### config.mk
export PLATFORM = sky130hd
export DESIGN_NAME = led_current_derating_limiter
export DESIGN_NICKNAME = d
export VERILOG_FILES = /design/src/rtl/ldl_pkg.sv /design/src/rtl/ldl_ctrl.sv /design/src/rtl/ldl_dpath.sv /design/src/rtl/led_current_derating_limiter.sv
export SDC_FILE = /design/constraint.sdc
export NUM_CORES = 1
export LEC_CHECK = 0
export BUFFER_PORTS_ARGS = -buffer_cell sky130_fd_sc_hd__buf_2
export CAP_MARGIN = 20
export CELL_PAD_IN_SITES_DETAIL_PLACEMENT = 0
export CELL_PAD_IN_SITES_GLOBAL_PLACEMENT = 1
export CORE_MARGIN = 2
export CORE_UTILIZATION = 49
export CTS_CLUSTER_SIZE = 16
export DETAILED_ROUTE_END_ITERATION = 8
export GPL_TIMING_DRIVEN = 0
export PLACE_DENSITY_LB_ADDON = 0.2
export REMOVE_ABC_BUFFERS = 1
export SLEW_MARGIN = 20
export SYNTH_ARGS = -nofsm -noshare
export SYNTH_HDL_FRONTEND = slang
export SYNTH_SLANG_ARGS = --single-unit
### constraint.sdc
create_clock -name clk -period 12.26 [get_ports clk]
set_input_delay 1.839 -clock clk [delete_from_list [all_inputs] [get_ports clk]]
set_output_delay 1.839 -clock clk [all_outputs]
set_load 0.05 [all_outputs]
### src/rtl/ldl_pkg.sv
// shared types, constants and helpers for the led current derating limiter
`timescale 1ns / 1ps
`default_nettype none
package ldl_pkg;

  // field widths
  localparam int TEMP_W   = 15;
  localparam int VOLT_W   = 15;
  localparam int TGT_W    = 8;
  localparam int REASON_W = 2;
  localparam int CNT_W    = 2;
  localparam int TACC_W   = 24;
  localparam int VACC_W   = 26;

  // port widths
  localparam int IN_TDATA_W  = 48;
  localparam int OUT_TDATA_W = 56;
  localparam int CFG_IDX_W   = 2;
  localparam int CFG_DATA_W  = 8;

  // configuration register indexes
  localparam logic [CFG_IDX_W-1:0] REG_CELL_COUNT = 2'd0;
  localparam logic [CFG_IDX_W-1:0] REG_MAIN_LIMIT = 2'd1;
  localparam logic [CFG_IDX_W-1:0] REG_HIGH_LIMIT = 2'd2;

  // reset values of the registers
  localparam logic [CNT_W-1:0] CELL_COUNT_RESET = 2'd1;
  localparam logic [TGT_W-1:0] LIMIT_RESET      = 8'd216;

  // derating thresholds
  localparam logic [VOLT_W-1:0] V_CELL_MIN   = 15'd3097;
  localparam logic [VOLT_W-1:0] V_CELL_MAX   = 15'd4352;
  localparam logic [VOLT_W-1:0] V_FLAT_LO    = 15'd3223;
  localparam logic [VOLT_W-1:0] V_FLAT_HI    = 15'd3477;
  localparam logic [TEMP_W-1:0] T_MAX        = 15'd5568;
  localparam logic [TEMP_W-1:0] T_KNEE       = 15'd5312;
  localparam logic [TGT_W-1:0]  DESIGN_3CELL = 8'd204;
  localparam logic [TGT_W-1:0]  DESIGN_FULL  = 8'd255;
  localparam logic [TGT_W-1:0]  VLIM_FLOOR   = 8'd2;
  localparam logic [TGT_W-1:0]  VLIM_MID     = 8'd128;

  // reciprocal of three, exact for every 15 bit dividend
  localparam int               DIV3_SHIFT = 17;
  localparam logic [15:0]      DIV3_MULT  = 16'd43691;

  // limit reason codes
  localparam logic [REASON_W-1:0] RSN_NONE    = 2'd0;
  localparam logic [REASON_W-1:0] RSN_CURRENT = 2'd1;
  localparam logic [REASON_W-1:0] RSN_VOLTAGE = 2'd2;
  localparam logic [REASON_W-1:0] RSN_TEMP    = 2'd3;

  // controller to datapath commands
  typedef struct packed {
    logic load_in;
    logic filt;
    logic div;
    logic load_out;
  } ldl_cmd_t;

  typedef struct packed {
    logic [TGT_W-1:0]    drive;
    logic [REASON_W-1:0] reason;
  } ldl_beam_t;

  // clamp a target by current, voltage and temperature limits in turn
  function automatic ldl_beam_t limit_beam(input logic [TGT_W-1:0] target,
                                           input logic [TGT_W-1:0] cur,
                                           input logic [TGT_W-1:0] vlim,
                                           input logic [TGT_W-1:0] tlim);
    ldl_beam_t res;
    res.drive  = target;
    res.reason = RSN_NONE;
    if (res.drive > cur) begin
      res.drive  = cur;
      res.reason = RSN_CURRENT;
    end
    if (res.drive > vlim) begin
      res.drive  = vlim;
      res.reason = RSN_VOLTAGE;
    end
    if (res.drive > tlim) begin
      res.drive  = tlim;
      res.reason = RSN_TEMP;
    end
    return res;
  endfunction

endpackage
`default_nettype wire

### src/rtl/ldl_ctrl.sv
// sequencing controller for the led current derating limiter
`timescale 1ns / 1ps
`default_nettype none
module ldl_ctrl (
  input  wire logic            clk,
  input  wire logic            rst_n,
  input  wire logic            in_tvalid,
  output logic                 in_tready,
  output logic                 out_tvalid,
  input  wire logic            out_tready,
  output ldl_pkg::ldl_cmd_t    cmd
);
  import ldl_pkg::*;

  localparam logic [1:0] ST_IDLE = 2'd0;
  localparam logic [1:0] ST_FILT = 2'd1;
  localparam logic [1:0] ST_DIV  = 2'd2;
  localparam logic [1:0] ST_LIM  = 2'd3;

  logic [1:0] state_r, state_nxt;
  logic       out_valid_r, out_valid_nxt;
  logic       out_free;

  // output register can take a new beat
  assign out_free = !out_valid_r || out_tready;

  // commands
  always_comb begin
    cmd.load_in  = (state_r == ST_IDLE) && in_tvalid;
    cmd.filt     = (state_r == ST_FILT);
    cmd.div      = (state_r == ST_DIV);
    cmd.load_out = (state_r == ST_LIM) && out_free;
  end

  assign in_tready  = (state_r == ST_IDLE);
  assign out_tvalid = out_valid_r;

  // next state
  always_comb begin
    state_nxt = state_r;
    unique case (state_r)
      ST_IDLE: if (in_tvalid) state_nxt = ST_FILT;
      ST_FILT: state_nxt = ST_DIV;
      ST_DIV:  state_nxt = ST_LIM;
      ST_LIM:  if (out_free) state_nxt = ST_IDLE;
      default: state_nxt = ST_IDLE;
    endcase
  end

  // output valid flag
  always_comb begin
    out_valid_nxt = out_valid_r;
    if (cmd.load_out) begin
      out_valid_nxt = 1'b1;
    end else if (out_tready) begin
      out_valid_nxt = 1'b0;
    end
  end

  always_ff @(posedge clk) begin
    if (!rst_n) begin
      state_r     <= ST_IDLE;
      out_valid_r <= 1'b0;
    end else begin
      state_r     <= state_nxt;
      out_valid_r <= out_valid_nxt;
    end
  end

endmodule
`default_nettype wire

### src/rtl/ldl_dpath.sv
// filters, per-cell division and limit datapath for the led current derating limiter
`timescale 1ns / 1ps
`default_nettype none
module ldl_dpath (
  input  wire logic                              clk,
  input  wire logic                              rst_n,
  input  wire logic                              cfg_wr_en,
  input  wire logic [ldl_pkg::CFG_IDX_W-1:0]     cfg_index,
  input  wire logic [ldl_pkg::CFG_DATA_W-1:0]    cfg_wdata,
  input  wire logic [ldl_pkg::IN_TDATA_W-1:0]    in_tdata,
  input  wire logic                              in_tuser,
  input  wire ldl_pkg::ldl_cmd_t                 cmd,
  output logic [ldl_pkg::OUT_TDATA_W-1:0]        out_tdata
);
  import ldl_pkg::*;

  // configuration registers
  logic [CNT_W-1:0] cell_count_r;
  logic [TGT_W-1:0] main_limit_r;
  logic [TGT_W-1:0] high_limit_r;

  // captured input beat
  logic [TEMP_W-1:0] rt_r;
  logic [VOLT_W-1:0] rv_r;
  logic [TGT_W-1:0]  mt_r;
  logic [TGT_W-1:0]  ht_r;
  logic              act_r;

  // filter state and results
  logic        [TACC_W-1:0] tacc_r, tacc_nxt;
  logic signed [VACC_W-1:0] vacc_r, vacc_nxt;
  logic        [TEMP_W-1:0] ft_r, ft_nxt;
  logic        [VOLT_W-1:0] fv_r, fv_nxt;
  logic        [VOLT_W-1:0] n_r, n_nxt;

  // output payload
  logic [OUT_TDATA_W-1:0] out_data_r;

  // configuration writes
  always_ff @(posedge clk) begin
    if (!rst_n) begin
      cell_count_r <= CELL_COUNT_RESET;
      main_limit_r <= LIMIT_RESET;
      high_limit_r <= LIMIT_RESET;
    end else if (cfg_wr_en) begin
      unique case (cfg_index)
        REG_CELL_COUNT: cell_count_r <= cfg_wdata[CNT_W-1:0];
        REG_MAIN_LIMIT: main_limit_r <= cfg_wdata[TGT_W-1:0];
        REG_HIGH_LIMIT: high_limit_r <= cfg_wdata[TGT_W-1:0];
        default: ;
      endcase
    end
  end

  // input capture
  always_ff @(posedge clk) begin
    if (cmd.load_in) begin
      rt_r  <= in_tdata[14:0];
      rv_r  <= in_tdata[29:15];
      mt_r  <= in_tdata[37:30];
      ht_r  <= in_tdata[45:38];
      act_r <= in_tuser;
    end
  end

  // temperature low-pass, shift 8
  always_comb begin
    if (tacc_r == '0 || !act_r) begin
      tacc_nxt = {1'b0, rt_r, 8'd0};
    end else begin
      tacc_nxt = tacc_r - {8'd0, tacc_r[TACC_W-1:8]} + {9'd0, rt_r};
    end
    ft_nxt = tacc_nxt[22:8];
  end

  // adaptive voltage low-pass
  logic signed [VACC_W-1:0] vsh4;
  logic signed [26:0]       vdiff;
  logic        [26:0]       vmag;
  logic        [1:0]        vstep;
  logic signed [VACC_W-1:0] vdecay;
  logic signed [27:0]       vbias;
  logic signed [27:0]       vbase;
  logic signed [27:0]       vterm;
  logic signed [27:0]       vsum;
  logic signed [21:0]       vout;

  always_comb begin
    vsh4  = vacc_r >>> 4;
    vdiff = {vsh4[VACC_W-1], vsh4} - $signed({12'd0, rv_r});
    vmag  = vdiff[26] ? 27'(-vdiff) : vdiff;
    if (vmag < 27'd32) begin
      vstep = 2'd0;
    end else if (vmag < 27'd64) begin
      vstep = 2'd1;
    end else if (vmag < 27'd128) begin
      vstep = 2'd2;
    end else begin
      vstep = 2'd3;
    end
    case (vstep)
      2'd0:    begin vdecay = vacc_r >>> 4; vbias = 28'sd16;  end
      2'd1:    begin vdecay = vacc_r >>> 3; vbias = 28'sd32;  end
      2'd2:    begin vdecay = vacc_r >>> 2; vbias = 28'sd64;  end
      default: begin vdecay = vacc_r >>> 1; vbias = 28'sd128; end
    endcase
    vbase = vdiff[26] ? ($signed({13'd0, rv_r}) - vbias)
                      : ($signed({13'd0, rv_r}) + vbias);
    vterm = vbase <<< vstep;
    vsum  = {{2{vacc_r[VACC_W-1]}}, vacc_r} - {{2{vdecay[VACC_W-1]}}, vdecay} + vterm;
    if (vacc_r == '0 || !act_r) begin
      vacc_nxt = $signed({7'd0, rv_r, 4'd0});
    end else begin
      vacc_nxt = vsum[VACC_W-1:0];
    end
    // saturate filtered value to the field range
    vout = vacc_nxt[VACC_W-1:4];
    if (vout[21]) begin
      fv_nxt = '0;
    end else if (vout[20:15] != 6'd0) begin
      fv_nxt = '1;
    end else begin
      fv_nxt = vout[14:0];
    end
  end

  always_ff @(posedge clk) begin
    if (!rst_n) begin
      tacc_r <= '0;
      vacc_r <= '0;
    end else if (cmd.filt) begin
      tacc_r <= tacc_nxt;
      vacc_r <= vacc_nxt;
    end
  end

  always_ff @(posedge clk) begin
    if (cmd.filt) begin
      ft_r <= ft_nxt;
      fv_r <= fv_nxt;
    end
  end

  // per-cell voltage
  logic [30:0] div3_prod;
  assign div3_prod = {16'd0, fv_r} * {15'd0, DIV3_MULT};

  always_comb begin
    case (cell_count_r)
      2'd2:    n_nxt = {1'b0, fv_r[VOLT_W-1:1]};
      2'd3:    n_nxt = {1'b0, div3_prod[30:DIV3_SHIFT]};
      default: n_nxt = fv_r;
    endcase
  end

  always_ff @(posedge clk) begin
    if (cmd.div) begin
      n_r <= n_nxt;
    end
  end

  // derating limits and beam clamps
  logic [TGT_W-1:0] vlim, tlim, design_lim, mcur, hcur;
  logic [VOLT_W-1:0] vlo_off, vmin_off;
  logic [TEMP_W-1:0] t_room;
  ldl_beam_t         mbeam, hbeam;

  always_comb begin
    vlo_off  = n_r - V_FLAT_LO;
    vmin_off = n_r - V_CELL_MIN;
    t_room   = T_MAX - ft_r;
    if (cell_count_r == 2'd0) begin
      vlim = '0;
    end else if (n_r >= V_CELL_MAX) begin
      vlim = '0;
    end else if (n_r >= V_FLAT_HI) begin
      vlim = DESIGN_FULL;
    end else if (n_r >= V_FLAT_LO) begin
      vlim = VLIM_MID + vlo_off[8:1];
    end else if (n_r >= V_CELL_MIN) begin
      vlim = VLIM_FLOOR + vmin_off[7:0];
    end else begin
      vlim = VLIM_FLOOR;
    end

    if (ft_r > T_MAX) begin
      tlim = '0;
    end else if (ft_r <= T_KNEE) begin
      tlim = DESIGN_FULL;
    end else begin
      tlim = t_room[7:0];
    end

    case (cell_count_r)
      2'd1, 2'd2: design_lim = DESIGN_FULL;
      2'd3:       design_lim = DESIGN_3CELL;
      default:    design_lim = '0;
    endcase
    mcur  = (main_limit_r > design_lim) ? design_lim : main_limit_r;
    hcur  = (high_limit_r > design_lim) ? design_lim : high_limit_r;
    mbeam = limit_beam(mt_r, mcur, vlim, tlim);
    hbeam = limit_beam(ht_r, hcur, vlim, tlim);
  end

  // output register
  always_ff @(posedge clk) begin
    if (cmd.load_out) begin
      out_data_r <= {6'd0, ft_r, fv_r, hbeam.reason, mbeam.reason,
                     hbeam.drive, mbeam.drive};
    end
  end

  assign out_tdata = out_data_r;

endmodule
`default_nettype wire

### src/rtl/led_current_derating_limiter.sv
// top level of the led current derating limiter
//
//   channel  direction  payload
//   in_      slave      tdata: raw_temperature, raw_voltage, main_target, high_target
//                       tuser: filter_active
//   out_     master     tdata: main_drive, high_drive, main_reason, high_reason,
//                              filtered_voltage, filtered_temperature
//   cfg_     write      index 0 cell_count, 1 main_limit, 2 high_limit
//
// each beat passes in turn through capture, filter update, per-cell divide and limit.
// the divide by three is one 15x16 reciprocal multiply in the per-cell divide step.
// a new beat is taken while the last result still waits in the output register;
// the limit step stalls only while that register is full and out_tready is low.
// synchronous active-low reset clears the filters and control and resets the configuration registers.
`timescale 1ns / 1ps
`default_nettype none
module led_current_derating_limiter (
  input  wire logic                              clk,
  input  wire logic                              rst_n,
  input  wire logic                              cfg_wr_en,
  input  wire logic [ldl_pkg::CFG_IDX_W-1:0]     cfg_index,
  input  wire logic [ldl_pkg::CFG_DATA_W-1:0]    cfg_wdata,
  input  wire logic                              in_tvalid,
  output logic                                   in_tready,
  // raw_temperature[14:0], raw_voltage[29:15], main_target[37:30],
  // high_target[45:38], zero pad[47:46]
  input  wire logic [ldl_pkg::IN_TDATA_W-1:0]    in_tdata,
  // filter_active[0]
  input  wire logic                              in_tuser,
  output logic                                   out_tvalid,
  input  wire logic                              out_tready,
  // main_drive[7:0], high_drive[15:8], main_reason[17:16], high_reason[19:18],
  // filtered_voltage[34:20], filtered_temperature[49:35], zero pad[55:50]
  output logic [ldl_pkg::OUT_TDATA_W-1:0]        out_tdata
);
  import ldl_pkg::*;

  ldl_cmd_t cmd;

  // sequencing
  ldl_ctrl u_ctrl (
    .clk        (clk),
    .rst_n      (rst_n),
    .in_tvalid  (in_tvalid),
    .in_tready  (in_tready),
    .out_tvalid (out_tvalid),
    .out_tready (out_tready),
    .cmd        (cmd)
  );

  // arithmetic
  ldl_dpath u_dpath (
    .clk       (clk),
    .rst_n     (rst_n),
    .cfg_wr_en (cfg_wr_en),
    .cfg_index (cfg_index),
    .cfg_wdata (cfg_wdata),
    .in_tdata  (in_tdata),
    .in_tuser  (in_tuser),
    .cmd       (cmd),
    .out_tdata (out_tdata)
  );

endmodule
`default_nettype wire

== Word-level counts from Yosys, hierarchy flattened ==
Cells that the tools add are included.

* Input bits: 64
* Logic and storage cells: 118
* Bits in registers: 213

* $add $sub $neg: 13
* Equal/unequal tests: 12
* Order comparisons: 17
* Multiply operators: 1
* Shift operators: 1
* Reductions and logical operators: 22
* Multiplexer cells: 32

{| class="wikitable"
|+ Operators by type and width
! cell !! count
|-
| two-way mux 8 bit || 9
|-
| one-hot mux 24 bit (3 select lines) || 1
|-
| > comparator 8 bit || 8
|-
| two-way mux 10 bit || 6
|-
| greater-or-equal comparator 15 x 12 -> 1 bit, second input constant || 3
|-
| multiplier 15 x 16 -> 31 bit, second input constant || 1
|-
| one-hot mux 15 bit (2 select lines) || 1
|-
| two-way mux 28 bit || 1
|-
| <<< shifter 28 x 2 -> 26 bit || 1
|-
| less-than comparator 27 x 6 -> 1 bit, second input constant || 1
|-
| less-than comparator 27 x 7 -> 1 bit, second input constant || 1
|-
| less-than comparator 27 x 8 -> 1 bit, second input constant || 1
|-
| two-way mux 27 bit || 1
|-
| negator 27 bit || 1
|-
| adder 26 bit || 1
|-
| logical NOT 26 bit || 1
|-
| two-way mux 26 bit || 1
|-
| subtractor 26 x 25 -> 26 bit || 1
|-
| adder 24 x 15 -> 24 bit || 1
|-
| logical NOT 24 bit || 1
|-
| two-way mux 24 bit || 1
|-
| one-hot mux 8 bit (3 select lines) || 1
|-
| subtractor 24 x 16 -> 24 bit || 1
|-
| subtractor 22 x 16 -> 23 bit || 1
|-
| other kinds (27) || 52
|}

== Logic depth before layout (Yosys ltp) ==
* Word-level depth: 16
* Mapped depth: 44

== Hierarchy ==
From an unflattened synthesis, not the netlist that was laid out.

* Cell total of the unflattened synthesis: 2225
* Area total of the unflattened synthesis: 20447.1 µm²

{| class="wikitable"
|+ By module, submodules not included
! module !! area an instance (µm²) !! sequential area each (µm²) !! instances !! cells an instance
|-
| ldl_dpath || 20238.2 || 5625.4 || 1 || 2203
|-
| ldl_ctrl || 209.0 || 60.1 || 1 || 22
|}

== Worst setup path after synthesis ==
OpenSTA, ideal clock, no wires.

* Path kind: register to register
* Start point: register u_dpath.vacc_r[4]
* End point: register u_dpath.fv_r[14] (data pin)
* Setup slack: 3.743 ns
* Data arrival time: 8.248 ns
* Stages on the path, launching flop included: 43
* Library setup time: 0.268 ns
* Cell sequence: dfxtp_1 inv_1 ha_1 inv_1 fa_1 a21oi_1 o221a_1 o221a_2 o21ba_4 nand2_2 xnor2_1 or3_1 o41ai_1 and2_1 o2111a_2 inv_1 nor3b_1 ha_1 [7 not listed] nand3_1 o21ai_0 mux2i_1 fa_1 inv_1 ha_1 a21o_1 a21o_1 a21o_1 a31oi_1 a21oi_1 a21o_1 a211oi_1 xor2_1 o211ai_1 nor2_1 buf_2 a21oi_1

* Cells in the longest elaborated chain, start to end: 16
* Elaborated cells on any way between the ends: 25

{| class="wikitable"
|+ Ends and longest elaborated chain
! element !! line !! RTL
|-
| start: declaration || ldl_dpath.sv:31 || <nowiki>logic signed [VACC_W-1:0] vacc_r, vacc_nxt;</nowiki>
|-
| start signal: assignment || ldl_dpath.sv:133 || <nowiki>vacc_r <= vacc_nxt;</nowiki>
|-
| subtractor 22 x 16 -> 23 bit || ldl_dpath.sv:90 || <nowiki>vdiff = {vsh4[VACC_W-1], vsh4} - $signed({12'd0, rv_r});</nowiki>
|-
| negator 27 bit || ldl_dpath.sv:91 || <nowiki>vmag = vdiff[26] ? 27'(-vdiff) : vdiff;</nowiki>
|-
| two-way mux 27 bit || ldl_dpath.sv:91 ||
|-
| less-than comparator 27 x 8 -> 1 bit || ldl_dpath.sv:96 || <nowiki>end else if (vmag < 27'd128) begin</nowiki>
|-
| two-way mux 1 bit || ldl_dpath.sv:96 ||
|-
| two-way mux 2 bit || ldl_dpath.sv:94 || <nowiki>end else if (vmag < 27'd64) begin</nowiki>
|-
| two-way mux 2 bit || ldl_dpath.sv:92 || <nowiki>if (vmag < 27'd32) begin</nowiki>
|-
| == test 2 bit (tied with other cells) || ldl_dpath.sv:101 || <nowiki>case (vstep)</nowiki>
|-
| one-hot mux 8 bit (3 select lines) || ldl_dpath.sv:101 ||
|-
| adder 15 x 8 -> 16 bit / subtractor 15 x 8 -> 16 bit (equally long branches) || ldl_dpath.sv:108, ldl_dpath.sv:107 ||
|-
| two-way mux 28 bit || ldl_dpath.sv:107 || <nowiki>vbase = vdiff[26] ? ($signed({13'd0, rv_r}) - vbias)</nowiki>
|-
| <<< shifter 28 x 2 -> 26 bit || ldl_dpath.sv:109 || <nowiki>vterm = vbase <<< vstep;</nowiki>
|-
| adder 26 bit || ldl_dpath.sv:110 || <nowiki>vsum = {{2{vacc_r[VACC_W-1]}}, vacc_r} - {{2{vdecay[VACC_W-1]}}, vdecay} + vterm;</nowiki>
|-
| two-way mux 26 bit (*) || ldl_dpath.sv:111 || <nowiki>if (vacc_r == '0 || !act_r) begin</nowiki>
|-
| nonzero test 6 bit || ldl_dpath.sv:120 || <nowiki>end else if (vout[20:15] != 6'd0) begin</nowiki>
|-
| two-way mux 15 bit || ldl_dpath.sv:120 ||
|-
| end signal: assignment || ldl_dpath.sv:140 || <nowiki>fv_r <= fv_nxt;</nowiki>
|-
| end: declaration || ldl_dpath.sv:33 || <nowiki>logic [VOLT_W-1:0] fv_r, fv_nxt;</nowiki>
|}

Mark *: on every way between the ends. The rest lies on a longest branch, timed or not.
A chain may end at the register's enable or synchronous reset.

== Final worst setup path ==
* Start point: register u_dpath.rv_r[0]
* End point: register u_dpath.fv_r[0] (data pin)

* Cells in the longest elaborated chain, start to end: 16
* Elaborated cells on any way between the ends: 23

{| class="wikitable"
|+ Ends and longest elaborated chain
! element !! line !! RTL
|-
| start: declaration || ldl_dpath.sv:24 || <nowiki>logic [VOLT_W-1:0] rv_r;</nowiki>
|-
| start signal: assignment || ldl_dpath.sv:59 || <nowiki>rv_r <= in_tdata[29:15];</nowiki>
|-
| subtractor 22 x 16 -> 23 bit || ldl_dpath.sv:90 ||
|-
| negator 27 bit || ldl_dpath.sv:91 ||
|-
| two-way mux 27 bit || ldl_dpath.sv:91 ||
|-
| less-than comparator 27 x 8 -> 1 bit || ldl_dpath.sv:96 ||
|-
| two-way mux 1 bit || ldl_dpath.sv:96 ||
|-
| two-way mux 2 bit || ldl_dpath.sv:94 ||
|-
| two-way mux 2 bit || ldl_dpath.sv:92 ||
|-
| == test 2 bit (tied with other cells) || ldl_dpath.sv:101 ||
|-
| one-hot mux 8 bit (3 select lines) || ldl_dpath.sv:101 ||
|-
| adder 15 x 8 -> 16 bit / subtractor 15 x 8 -> 16 bit (equally long branches) || ldl_dpath.sv:108, ldl_dpath.sv:107 ||
|-
| two-way mux 28 bit || ldl_dpath.sv:107 ||
|-
| <<< shifter 28 x 2 -> 26 bit || ldl_dpath.sv:109 ||
|-
| adder 26 bit || ldl_dpath.sv:110 ||
|-
| two-way mux 26 bit (*) || ldl_dpath.sv:111 ||
|-
| nonzero test 6 bit || ldl_dpath.sv:120 ||
|-
| two-way mux 15 bit || ldl_dpath.sv:120 ||
|}

Marks and branches as above.

==> flow_metrics.tcl <==
set metrics [dict create \
    status "complete, no violations" \
    numCtsBuffers 27 \
    final_common_cell "inv_1" \
    worstHoldPathCells 0 \
    ys_seq_area_share_pct 27.7 \
    clkTransAtPathRegs_ns 0.06 \
    antenna_found_initial 0 \
    grt_first_pass_wirelength_microns 82800 \
    clockBufferDepth 3 \
    slowest_stage "nor4_1" \
    cts.htree.levels 1 \
    worstSkewPairLatency_ns 0.57 \
    fin_worst_skew_ns 0.0157 \
    n_antenna_cell 0 \
    avgViaCountPerCell 5.58 \
    r2r_start "u_dpath.rv_r[0]" \
    ff2ff_setup_slack_ns 1.51 \
    ant_nets 0 \
    num-fill-cells 3752 \
    postCtsSetupRepairBufs 0 \
    firstDrtPassIters 5 \
    fmax_mhz 93.0 \
    timing.critical_path.to_type "register" \
    post_cts_resized 0 \
    cap_violations 0 \
    syn-mean-instance-area_sq_um 9.22 \
    core_area_sq_um 41100 \
    fin_nets 2740 \
    seq_area_sq_um 5690 \
    worstPathRequired_ns 12.53 \
    layout-drive-gt1-share_pct 10.4 \
    crit_fanout 15 \
    slowest_delay_ns 0.79 \
    setup_viol 0 \
    postCtsHoldBufs 0 \
    maxSlewHeadroom_pct 37.6 \
    ys.flop_type "edfxtp_1" \
    worst_pin_slew_ns 0.933 \
    slew_violations 0 \
    synth_edf_count 142 \
    final_cell_mix "inv_1, ha_1, nor2_1" \
    final_hold_viol_count 0 \
    arrival_ns 11.02 \
    dr_total_vias 16000 \
    reg2reg_to "u_dpath.fv_r[0]" \
    r2r_cells 40 \
    fin_hold_ws_ns 0.483 \
    hp-class "register to register" \
    area_growth_pct 10.8 \
    die_width_microns 209 \
    syn_area_sq_um 20500 \
    worstSetupPathType "register to register" \
    hp-start "u_dpath.ft_r[5]" \
    grt_max_degree 60 \
    track_usage_pct 23.5 \
    overflow 0 \
    drc 0 \
    synth_cell_type_count 78 \
    whs_endpoint "u_dpath.out_tdata[40]" \
    place.gp.congestion 0.865 \
    period_needed_ns 10.75 \
    grt_pass1_vias 16100 \
    clock-sinks 213 \
    die_area_sq_um 43500 \
    wl_microns 50700 \
    ys_ff_latch 213 \
    die_h_microns 209 \
    rows 74 \
    wl_per_cell_microns 17.7 \
    synthCells 2226 \
    period_share_pct 87.7 \
    multiInputGateArea_sq_um 13400 \
    cts_tree "yes" \
    worstSetupStartpointType "register" \
    rsz0062_at_grt "false" \
    hpwl_microns 40400 \
    synthArstFlopShare_pct 0 \
    cts_root_buffer "clkbuf_16" \
    first_iter_violations 916 \
    yosysWarningCount 0 \
    io_buffers 113 \
    num_io_pins 122 \
    tns_ns 0 \
    initial_core_util_pct 49.9 \
]
## layout make-up
| type | instances | area share [%] |
|---|---|---|
| clock buffers | 38 | 3.47 |
| flip-flops and latches | 213 | 25.0 |
| inverters | 324 | 5.36 |
| clock inverters | 12 | 0.716 |
| multi-input cells | 1621 | 58.9 |
| repair buffers | 126 | 3.62 |
| well taps | 532 | 2.93 |
## state kept, by name, summed over array words and instances, names as in the netlist, 15 cells and up
| register | cells |
|---|---|
| u_dpath.tacc_r | 24 |
| u_dpath.fv_r | 15 |
| u_dpath.rv_r | 15 |
| u_dpath.out_tdata | 50 |
| u_dpath.n_r | 15 |
| u_dpath.vacc_r | 26 |
| u_dpath.ft_r | 15 |
| u_dpath.rt_r | 15 |
## worst max-delay path by stage
| stage | cells after the start | startpoint | end | slack, ns |
|---|---|---|---|---|
| 2_1_floorplan | 36 | u_dpath.vacc_r[4] | u_dpath.fv_r[0] | 1.24 |
| 3_3_place_gp | 36 | u_dpath.rv_r[0] | u_dpath.fv_r[0] | -1.85 |
| 3_5_place_dp | 40 | u_dpath.rv_r[0] | u_dpath.fv_r[0] | 1.29 |
| 4_1_cts | 40 | u_dpath.rv_r[0] | u_dpath.fv_r[0] | 1.24 |
| 5_1_grt | 40 | u_dpath.rv_r[0] | u_dpath.fv_r[0] | 0.66 |
| 6_report | 40 | u_dpath.rv_r[0] | u_dpath.fv_r[0] | 1.51 |
## stage by stage
stage	utilization, %	setup WS [ns]	instances	instance area, sq um
after floorplan	-	1.24	2158	20200
after global placement	52.1	-1.85	2803	21400
after detailed placement	53.0	1.29	2816	21800
after CTS	55.3	1.24	2866	22700
after global routing	55.3	0.657	2866	22700
final	55.3	1.51	2866	22700
## per-layer routing
| metal | share of wire, % | vias up | GRT usage [%] | wire, microns |
|---|---|---|---|---|
| li1 | - | 7947 | - | - |
| met1 | 46 | 7649 | 31.3 | 23400 |
| met2 | 47 | 309 | 40.5 | 24100 |
| met3 | 3.7 | 92 | 2.39 | 1850 |
| met4 | 2.9 | 0 | 7.19 | 1470 |
| met5 | 0 | - | 0 | 0 |
## cell usage after synthesis, types with 54 or more instances
cell      number  area, sq um
inv_1        323         1210
ha_1         258         3230
nor2_1       175          657
edfxtp_1     142         4260
a21oi_1      139          696
o21ai_0      122          611
nand2_1      114          428
fa_1         105         2100
mux2i_1      104         1040
dfxtp_1       71         1420
xnor2_1       57          499
clkbuf_1      54          203
## worst max-delay path: cells and delay by family, from the launching register on
kind	cells	cell delay, ns
compound gates	18	3.92
flops	1	0.57
xor+xnor	2	0.31
fa+ha+maj	5	1.74
buf+inv	3	0.28
simple gates	11	3.53
mux	1	0.12
## logic make-up after synthesis
family          Yosys count  synth area share (%)
xor+xnor                 93                  3.97
other cells               1                0.0183
buf+inv                 397                  7.57
simple gates            512                  11.9
fa+ha+maj               363                  26.0
flops                   213                  27.7
compound gates          500                  15.4
mux                     147                  7.43
Power is left out: the tool's default activity adds up to more than one toggle a clock period on the data nets, which glitch-free logic cannot reach.
